==> config.mk <==
export PLATFORM = sky130hd
export DESIGN_NAME = drrip_lookup
export DESIGN_NICKNAME = d
export VERILOG_FILES = /design/src/drrip_pkg.sv /design/src/drrip_lookup.sv
export SDC_FILE = /design/constraint.sdc
export NUM_CORES = 1
export LEC_CHECK = 0
export BUFFER_PORTS_ARGS = -buffer_cell sky130_fd_sc_hd__buf_2
export CORE_AREA = 4 4 135 137
export DETAILED_ROUTE_END_ITERATION = 10
export DIE_AREA = 0 0 139 141
export GPL_TIMING_DRIVEN = 0
export PLACE_DENSITY = 0.64
export RECOVER_POWER = 100
export SYNTH_ARGS = -nofsm -noshare
export SYNTH_HDL_FRONTEND = slang
export SYNTH_SLANG_ARGS = --single-unit
==> constraint.sdc <==
create_clock -name vclk -period 3.6
set_input_delay 0.36 -clock vclk [all_inputs]
set_output_delay 0.36 -clock vclk [all_outputs]
set_load 0.02 [all_outputs]
==> src/drrip_pkg.sv <==
// Shared constants, row layout and lookup result types for the DRRIP tag store.
// No dependencies; imported by drrip_lookup, drrip_cache_replacement and drrip_checker.
`timescale 1ns / 1ps

package drrip_pkg;

   localparam int ADDR_BITS     = 32;
   localparam int SET_BITS      = 10;
   localparam int WAYS          = 16;
   localparam int OFFSET_BITS   = 6;
   localparam int TAG_BITS      = 16;
   localparam int RRPV_BITS     = 3;
   localparam int WAY_BITS      = (WAYS > 1) ? $clog2(WAYS) : 1;
   localparam int WAY_OUT_BITS  = 4;
   localparam int NSETS         = 1 << SET_BITS;
   localparam int HALF          = SET_BITS / 2;
   localparam int HI_SHIFT      = HALF + (SET_BITS % 2);
   localparam int PSEL_BITS     = 12;
   localparam int THR_BITS      = 8;
   localparam int RW_BITS       = 2;
   localparam int PW_BITS       = 4;
   localparam int CSR_IDX_BITS  = 2;
   localparam int CSR_DATA_BITS = 8;
   localparam int RSP_BITS      = 24;

   localparam logic [RRPV_BITS-1:0] RRPV_INIT      = '1;
   localparam logic [RW_BITS-1:0]   RRPV_WIDTH_RST = 2'd2;
   localparam logic [THR_BITS-1:0]  THROTTLE_RST   = 8'd31;
   localparam logic [PW_BITS-1:0]   PSEL_WIDTH_RST = 4'd10;
   localparam logic [PW_BITS-1:0]   PSEL_WIDTH_MAX = 4'd12;

   typedef enum logic [CSR_IDX_BITS-1:0] {
      CSR_RRPV_WIDTH = 2'd0,
      CSR_THROTTLE   = 2'd1,
      CSR_PSEL_WIDTH = 2'd2
   } csr_index_type;

   // One memory row holds a whole set.
   typedef struct packed {
      logic [WAYS-1:0][TAG_BITS-1:0]  tags;
      logic [WAYS-1:0]                valid;
      logic [WAYS-1:0][RRPV_BITS-1:0] rrpv;
   } row_type;

   typedef struct packed {
      logic                 hit;
      logic [WAY_BITS-1:0]  hit_way;
      logic                 cand;
      logic [WAY_BITS-1:0]  cand_way;
      logic [RRPV_BITS-1:0] top;
      logic [WAY_BITS-1:0]  age_way;
   } lookup_type;

endpackage

==> src/drrip_lookup.sv <==
// Parallel tag match, victim search and highest-RRPV search over one set row.
// Depends on drrip_pkg.
`timescale 1ns / 1ps

module drrip_lookup import drrip_pkg::*; (
   input  row_type                row,
   input  logic [TAG_BITS-1:0]    tag,
   input  logic [RRPV_BITS-1:0]   mx,
   output lookup_type             res
);

   logic [WAYS-1:0]      match;
   logic [RRPV_BITS-1:0] top;
   logic                 any;

   // Highest RRPV, one bit at a time from the top; match keeps ways equal to it.
   always_comb begin
      match = '1;
      top   = '0;
      for (int b = RRPV_BITS - 1; b >= 0; b--) begin
         any = 1'b0;
         for (int i = 0; i < WAYS; i++) begin
            any = any | (match[i] & row.rrpv[i][b]);
         end
         top[b] = any;
         for (int i = 0; i < WAYS; i++) begin
            if (row.rrpv[i][b] != any) begin
               match[i] = 1'b0;
            end
         end
      end
   end

   always_comb begin
      res     = '0;
      res.top = top;
      for (int i = 0; i < WAYS; i++) begin
         if (!res.hit && row.valid[i] && row.tags[i] == tag) begin
            res.hit     = 1'b1;
            res.hit_way = WAY_BITS'(i);
         end
      end
      for (int i = 0; i < WAYS; i++) begin
         if (!res.cand && (!row.valid[i] || row.rrpv[i] >= mx)) begin
            res.cand     = 1'b1;
            res.cand_way = WAY_BITS'(i);
         end
      end
      // First way that reaches the maximum after aging by the shortfall.
      for (int i = WAYS - 1; i >= 0; i--) begin
         if (match[i]) begin
            res.age_way = WAY_BITS'(i);
         end
      end
   end

endmodule

==> results by group, run 1 <==
Power
  – NetSw: 534 uW
  – Clk network pwr share: 0%
  – PD cells: 123 nW/um^2
  – Leakage power: 3.55 nW
  – Cell Int Power: 479 uW
  – Power share of the combinational group: 100.0%
  – Peak supply drop: 0.0000970 V
  – Sequential power share: 0%
  – Switching share of total power: 52.7%

Logic synthesis
  – Yosys top cell area share: 33.2%
  – Count leader, synth: xnor2_1
  – Post-synthesis cell area: 5710 um^2
  – Average size of a mapped cell: 7.36 um^2
  – Sequential share of the synthesized area: 0%
  – Synth top area cells: xnor2_1 (33%), ha_1 (11%), xor2_1 (6.1%)
  – Mapped Cells: 775
  – Area leader, netlist: xnor2_1
  – Synth unique cells: 74
  – Top cells by count, synth: xnor2_1 (216), nand4_1 (50), ha_1 (48)
  – Ys Warns: 0
  – Syn_nets: 1162

Worst setup path
  – Critical path's largest stage delay: 0.52 ns
  – WP data required: 3.24 ns
  – Critical path startpoint category: primary input
  – Slowest cell on crit path: a221o_2
  – CP dominant cell by count: buf_6
  – Crit path max fanout: 7
  – Cells along the critical path: buf_2 > nor3_4 > and2_4 > buf_6 > a21o_1 > a222oi_1 > nand4b_1 > a221o_2 > o31ai_4 > o21ba_4 > o211ai_1 > a21oi_2 > buf_6
  – CP bufs+invs: 3
  – Kind of cell adding the most delay to the critical path: compound AO/OA/AOI/OAI gates
  – Worst setup path class: primary input to output pin
  – Critical Path End Type: output pin
  – CP Data Arrival Time: 3.25 ns

GRT
  – Tot GR Track Use: 28.1%
  – Largest net degree at the start of global routing: 17
  – First-pass GRT wire length: 43600 um
  – GRT overflow: 0
  – Vias in the first global route: 7262
  – Antenna violations before repair: 1

Die
  – Die width: 139 um
  – Core Region: 17100 um^2
  – Starting Density: 33.5%
  – Die H: 141 um
  – Rows: 48
  – Num ports: 356
  – Die area: 19600 um^2

Layout
  – Layout net count: 1517
  – Area growth from synthesis to layout: 44.0%
  – Sequential cell area: 0 um^2
  – N_diodes: 0
  – Final cell count without fillers: 1353
  – Clock buffers: 0
  – Layout cells sized above 1: 38.7%
  – Sequential cells: 0

Drt
  – Antenna Violating Nets Remaining: 0
  – Initial detailed-routing violation count: 599
  – Post-Route WL: 30000 um
  – Vias: 7479
  – DR pass1 iterations: 5
  – Drt via density: 5.53
  – Drc violations: 0
  – Wire length per cell: 22.2 um

STA
  – Final worst-path cycle share: 100%
  – Final hold slack: 1.17 ns
  – F_max: 277 MHz
  – Unrepaired setup endpoints after global routing: true
  – Count of final setup violators: 1
  – Worst slew pin tran: 0.819 ns
  – Worst slew margin: 44.9%
  – Final Hold Viols: 0
  – Min setup slack post-route: -0.00617 ns
  – Period minus WS final: 3.61 ns
  – Max Slew Vio Count: 0

Status
  – Failing checks: negative setup slack
  – Status: finished, violations left

Placement
  – Placer Congestion: 0.990
  – Placed Cells: 1340
  – Detail Placement HPWL: 25100 um
  – # port buffers: 340

Run
  – MaxCap Viol Count: 0

Hold path
  – Worst Hold Class: primary input to output pin
==> final timing paths <==
kind     from  endpoint  slack, ns  cells past startpoint
max    row[5]    res[1]     -0.006                     13
min   row[48]    res[8]       1.17                      4
==> cell families after synthesis <==
group                    synth area share, %
adder cells (fa/ha/maj)                 10.5
AND/OR/NAND/NOR                         22.5
XOR/XNOR                                39.3
buffers and inverters                   5.94
AO/OA/AOI/OAI                           21.8
==> placed cells by master, fill, tap and decap left out, drive strengths merged, types with 4 or more instances in the layout <==
cell type	count
nand3	22
buf	361
a211oi	6
nand2	26
nor2b	4
nor4	37
o211ai	8
a22oi	9
a21boi	17
nand2b	10
a221oi	4
and2	6
o22ai	6
nor2	22
inv	45
a21oi	16
xnor2	216
nand3b	14
o21a	4
xor2	40
o21ai	27
clkbuf	28
a31oi	6
a21o	6
a22o	4
or2	4
nor3	10
o31ai	11
ha	48
nand4	50
and3	8
==> stage by stage <==
stage	power (mW)	instance area, um^2	TNS [ns]	setup WS [ns]	util, %
CTS	0.980	8080	0	0.00280	47.4
finish	1.01	8220	-0.00617	-0.00617	48.2
global placement	0.925	7690	-4.60	-0.864	45.1
detailed placement	0.929	7690	-4.92	-0.848	45.1
global route	1.10	8220	-0.371	-0.102	48.2
floorplan	0.534	5710	0	0.393	-
==> power groups by stage <==
stage               Sequential [mW]  Clock (mW)  Combinational (mW)
floorplan                         0           0               0.534
global placement                  0           0               0.925
detailed placement                0           0               0.929
CTS                               0           0               0.980
global route                      0           0                1.10
finish                            0           0                1.01
==> area by class of cell <==
| type | instances | area, um^2 |
|---|---|---|
| Fill cell | 1793 | 8840 |
| Inverter | 45 | 169 |
| Timing Repair Buffer | 354 | 1870 |
| Buffer | 39 | 238 |
| Multi-Input combinational cell | 690 | 5660 |
| Tap cell | 225 | 282 |
==> routing by layer <==
layer,GRT usage [%],vias up,part of all wire (%)
li1,-,3538,-
met1,36.3,3474,40
met2,52.1,415,50
met3,2.51,50,7.2
met4,3.76,2,2.0
met5,0,-,0.067
==> timing repair <==
action | in CTS | in global routing
pin swaps | 13 | 20
hold buffers | 0 | 0
setup buffers | 12 | 2
endpoints found under the setup margin | 10 | 7
gates resized for setup | 75 | 61
hold endpoints to repair | 0 | 0
Note: power is estimated with default switching activity, not from simulation.
==> run 2: changes to the inputs <==
RECOVER_POWER = default   (was 100)
==> run 2 against run 1 <==
The flow still finishes with violations (negative setup slack). Global-route usage unchanged. Via count up 0.62%. Final cell count unchanged. Utilization about the same. Final area about the same. Combinational power about the same. Power about the same. Largest power group unchanged. Highest routed layer unchanged.
==> results by group, run 2 (synthesis results as in run 1) <==
Status
  – Status: finished, violations left
  – Failing checks: negative setup slack

Power
  – Peak supply drop: 0.0000968 V
  – PD cells: 123 nW/um^2
  – Leakage power: 3.55 nW
  – Tot Pwr: 1.01 mW

Run
  – MaxCap Viol Count: 0

Hold path
  – Hold path startpoint: row[48]
  – Worst Hold Class: primary input to output pin
  – Worst Hold Depth: 4
  – Hold Path End: res[8]

Placement
  – Dpl ws: -0.848 ns
  – Placed Cells: 1340
  – Detail Placement HPWL: 25100 um
  – Placed Area: 7690 um^2
  – Placer Congestion: 0.990
  – # port buffers: 340

Die
  – Die H: 141 um
  – Core Region: 17100 um^2
  – Die area: 19600 um^2
  – Rows: 48
  – Starting Density: 33.5%
  – Die width: 139 um
  – Num ports: 356

GRT
  – First-pass GRT wire length: 43600 um
  – Largest net degree at the start of global routing: 17
  – Antenna violations before repair: 1
  – Vias in the first global route: 7262
  – GRT overflow: 0
  – Tot GR Track Use: 28.1%

Layout
  – Multi-input gate area: 5660 um^2
  – Final cell count without fillers: 1353
  – N_diodes: 0
  – Final core utilization: 48.2%
  – Sequential cells: 0
  – Area growth from synthesis to layout: 44.0%
  – Most frequent cells in the layout: buf_2 (333), xnor2_1 (216), nand4_1 (50), ha_1 (48), inv_1 (45)
  – Commonest non-fill, non-tap cell in the layout: buf_2
  – Layout cells sized above 1: 38.7%
  – Layout net count: 1517
  – Clock buffers: 0
  – Fillcell total: 1793
  – Sequential cell area: 0 um^2
  – Post-route cell area: 8220 um^2

STA
  – Max Slew Vio Count: 0
  – Period minus WS final: 3.62 ns
  – Unrepaired setup endpoints after global routing: true
  – Worst slew pin tran: 0.819 ns
  – Min setup slack post-route: -0.0170 ns
  – Count of final setup violators: 1
  – Setup TNS: -0.0170 ns
  – Worst slew margin: 44.9%
  – Final Hold Viols: 0
  – F_max: 276 MHz
  – Final worst-path cycle share: 100%
  – Final hold slack: 1.17 ns

Worst setup path
  – Kind of cell adding the most delay to the critical path: compound AO/OA/AOI/OAI gates
  – Critical Path End Type: output pin
  – Crit path max fanout: 7
  – Worst setup path class: primary input to output pin
  – WP data required: 3.24 ns
  – CP bufs+invs: 3
  – CP Data Arrival Time: 3.26 ns
  – Slowest cell on crit path: a221o_2
  – Levels on crit path: 13
  – CP dominant cell by count: buf_6
  – Critical path's largest stage delay: 0.53 ns
  – Critical path startpoint category: primary input
  – Cells along the critical path: buf_2 > nor3_4 > and2_4 > buf_6 > a21o_1 > a222oi_1 > nand4b_1 > a221o_2 > o31ai_4 > o21ba_4 > o211ai_1 > a21oi_2 > buf_6

Drt
  – Initial detailed-routing violation count: 597
  – Vias: 7525
  – Drc violations: 0
  – Post-Route WL: 30100 um
  – Antenna Violating Nets Remaining: 0
  – Wire length per cell: 22.2 um
  – Drt via density: 5.56
  – DR pass1 iterations: 5

Clock tree
  – Quantity of hold-fixing buffers added after cts: 0
==> run 2: cell counts in the layout (fill, tap and decap cells not counted) <==
No cell type changed its count.
==> run 2: repair_timing <==
| item | CTS | global route |
|---|---|---|
| gates cloned | 0 | 0 |
| pin swaps | 13 | 20 |
| setup buffers | 12 | 2 |
| endpoints found under the setup margin | 10 | 7 |
| gates resized for setup | 75 | 61 |
==> run 2: power by group <==
part	internal, mW	switching (mW)
Sequential	0	0
Combinational	0.479	0.535
Clock	0	0
Total	0.479	0.535
==> run 2: how the worst max path moves through the flow <==
stage / startpoint / endpoint / slack, ns
5_1_grt: row[20] / res[1] / -0.1
3_5_place_dp: row[5] / res[1] / -0.85
6_report: row[5] / res[1] / -0.02
3_3_place_gp: row[5] / res[1] / -0.86
2_1_floorplan: row[11] / res[1] / 0.39
4_1_cts: tag[7] / res[12] / 0.003
==> run 2: tightest hold or removal path: stages <==
cell	delay [ns]
buf_2	0.11
nand3b_1	0.12
a211oi_1	0.06
buf_2	0.16
==> run 2: layer usage <==
layer	wire (um)	vias up	part of all wire, %	global-route usage, %
li1	-	3538	-	-
met4	602	2	2.0	3.76
met5	20	-	0.066	0
met3	2300	61	7.6	2.51
met1	12000	3481	40	36.3
met2	15200	443	50	52.1
==> run 2: layout make-up <==
| cell class | count | area share [%] |
|---|---|---|
| Multi-Input combinational cell | 690 | 68.9 |
| Tap cell | 225 | 3.43 |
| Timing Repair Buffer | 354 | 22.8 |
| Buffer | 39 | 2.91 |
| Inverter | 45 | 2.06 |
==> run 3: changes to the inputs <==
CORE_AREA = 4 4 136 138   (was 4 4 135 137)
DIE_AREA = 0 0 140 142   (was 0 0 139 141)
PLACE_DENSITY = 0.63   (was 0.64)
==> run 3 against run 2 <==
Sequential cell count unchanged. Die area increased by 1.4%. Global-route usage decreased by 0.81 points. Sequential share of layout area unchanged. Non-clock buffer count increased by 3. Worst setup slack improved by 0.036 ns. Fmax increased by 1.0%. Count of clock-buffer cells in the layout unchanged. Utilization decreased by 0.31 points. Critical path depth unchanged. The run now ends clean. Final area about the same.
==> results by group, run 3 (synthesis results as in run 1) <==
Drt
  – Drc violations: 0
  – Vias: 7467
  – Post-Route WL: 29800 um
  – Antenna Violating Nets Remaining: 0
  – Initial detailed-routing violation count: 540
  – DR pass1 iterations: 5
  – Wire length per cell: 21.9 um
  – Drt via density: 5.49

Die
  – Rows: 48
  – Num ports: 356
  – Die area: 19900 um^2
  – Die width: 140 um
  – Core Region: 17200 um^2
  – Starting Density: 33.2%
  – Die H: 142 um

Power
  – Switching share of total power: 52.4%
  – PD cells: 123 nW/um^2
  – Power share of the combinational group: 100.0%
  – Cell Int Power: 479 uW
  – NetSw: 528 uW
  – Peak supply drop: 0.0000833 V
  – Sequential power share: 0%
  – Clk network pwr share: 0%
  – Leakage power: 3.56 nW

GRT
  – GRT overflow: 0
  – Antenna violations before repair: 5
  – Largest net degree at the start of global routing: 17
  – First-pass GRT wire length: 43100 um
  – Tot GR Track Use: 27.3%
  – Vias in the first global route: 7249

Layout
  – Sequential cells: 0
  – Sequential cell area: 0 um^2
  – Clock buffers: 0
  – Most frequent cells in the layout: buf_2 (337), xnor2_1 (216), nand4_1 (50), ha_1 (48), inv_1 (45)
  – Area growth from synthesis to layout: 44.1%
  – Layout cells sized above 1: 38.0%
  – Fillcell total: 1825
  – Final cell count without fillers: 1359
  – Layout net count: 1520
  – Commonest non-fill, non-tap cell in the layout: buf_2
  – Post-route cell area: 8220 um^2

STA
  – Setup TNS: 0 ns
  – F_max: 279 MHz
  – Period minus WS final: 3.58 ns
  – Max Slew Vio Count: 0
  – Min setup slack post-route: 0.0195 ns
  – Final worst-path cycle share: 99.5%
  – Worst slew pin tran: 0.822 ns
  – Count of final setup violators: 0
  – Worst slew margin: 44.7%
  – Unrepaired setup endpoints after global routing: true
  – Final Hold Viols: 0

Worst setup path
  – CP Data Arrival Time: 3.22 ns
  – Crit path max fanout: 8
  – Worst setup path class: primary input to output pin
  – Critical path startpoint category: primary input
  – WP data required: 3.24 ns
  – Critical Path End Type: output pin

Placement
  – Placed Area: 7690 um^2
  – Placed Cells: 1340
  – Placer Congestion: 0.977
  – Detail Placement HPWL: 25100 um
  – Dpl ws: -0.600 ns
  – # port buffers: 340

Status
  – Status: finished, final reports clean

Clock tree
  – Quantity of hold-fixing buffers added after cts: 0

Run
  – MaxCap Viol Count: 0

Hold path
  – Worst Hold Class: primary input to output pin
[run 3: critical path, cell delays in order]
cell and delay [ns]:
buf_12 0.11, nor4_4 0.40, and2_1 0.20, buf_6 0.13, a31oi_4 0.10, o2111ai_4 0.32
nor3_4 0.11, a221o_2 0.49, o31ai_4 0.36, nor3_2 0.09, o31ai_2 0.29, nand2_1 0.11
buf_6 0.14
[run 3: path summary, 6_finish.rpt]
kind | end | slack, ns | cells after the start | startpoint
max | res[0] | 0.02 | 13 | row[23]
min | res[8] | 1.17 | 4 | row[48]
[run 3: cell type report]
type	instances	area [um^2]	share of cell area, %
inverters	45	169	2.05
repair buffers	358	1900	23.1
diodes	3	7.51	0.0913
multi-input cells	690	5640	68.6
plain buffers	38	229	2.78
well taps	225	282	3.42
[run 3: power groups by stage]
stage | sequential [mW] | combinational (mW) | clock (mW)
CTS | 0 | 0.963 | 0
global placement | 0 | 0.921 | 0
global route | 0 | 1.10 | 0.000000112
finish | 0 | 1.01 | 0.000000112
detailed placement | 0 | 0.926 | 0
floorplan | 0 | 0.534 | 0
[run 3: through the flow]
stage	hold WS, ns	power, mW	util [%]
floorplan	0.925	0.534	-
global placement	1.17	0.921	44.8
detailed placement	1.18	0.926	44.8
CTS	1.18	0.963	46.2
global route	1.20	1.10	47.9
finish	1.17	1.01	47.9
[run 3: metal layers]
| layer | track usage, % | vias to the layer above | part of all wire [%] | routed length [um] |
|---|---|---|---|---|
| met5 | 0 | - | 0.074 | 22 |
| met4 | 5.35 | 4 | 2.6 | 786 |
| met3 | 4.77 | 62 | 8.4 | 2510 |
| met2 | 50.6 | 388 | 50 | 14900 |
| met1 | 33.3 | 3460 | 39 | 11500 |
| li1 | - | 3553 | - | - |
[run 3: timing repair]
item	in CTS	in global routing
setup endpoints to repair	10	7
pin swaps	15	18
gates resized for setup	53	68
gates cloned	0	0
buffers inserted	7	11
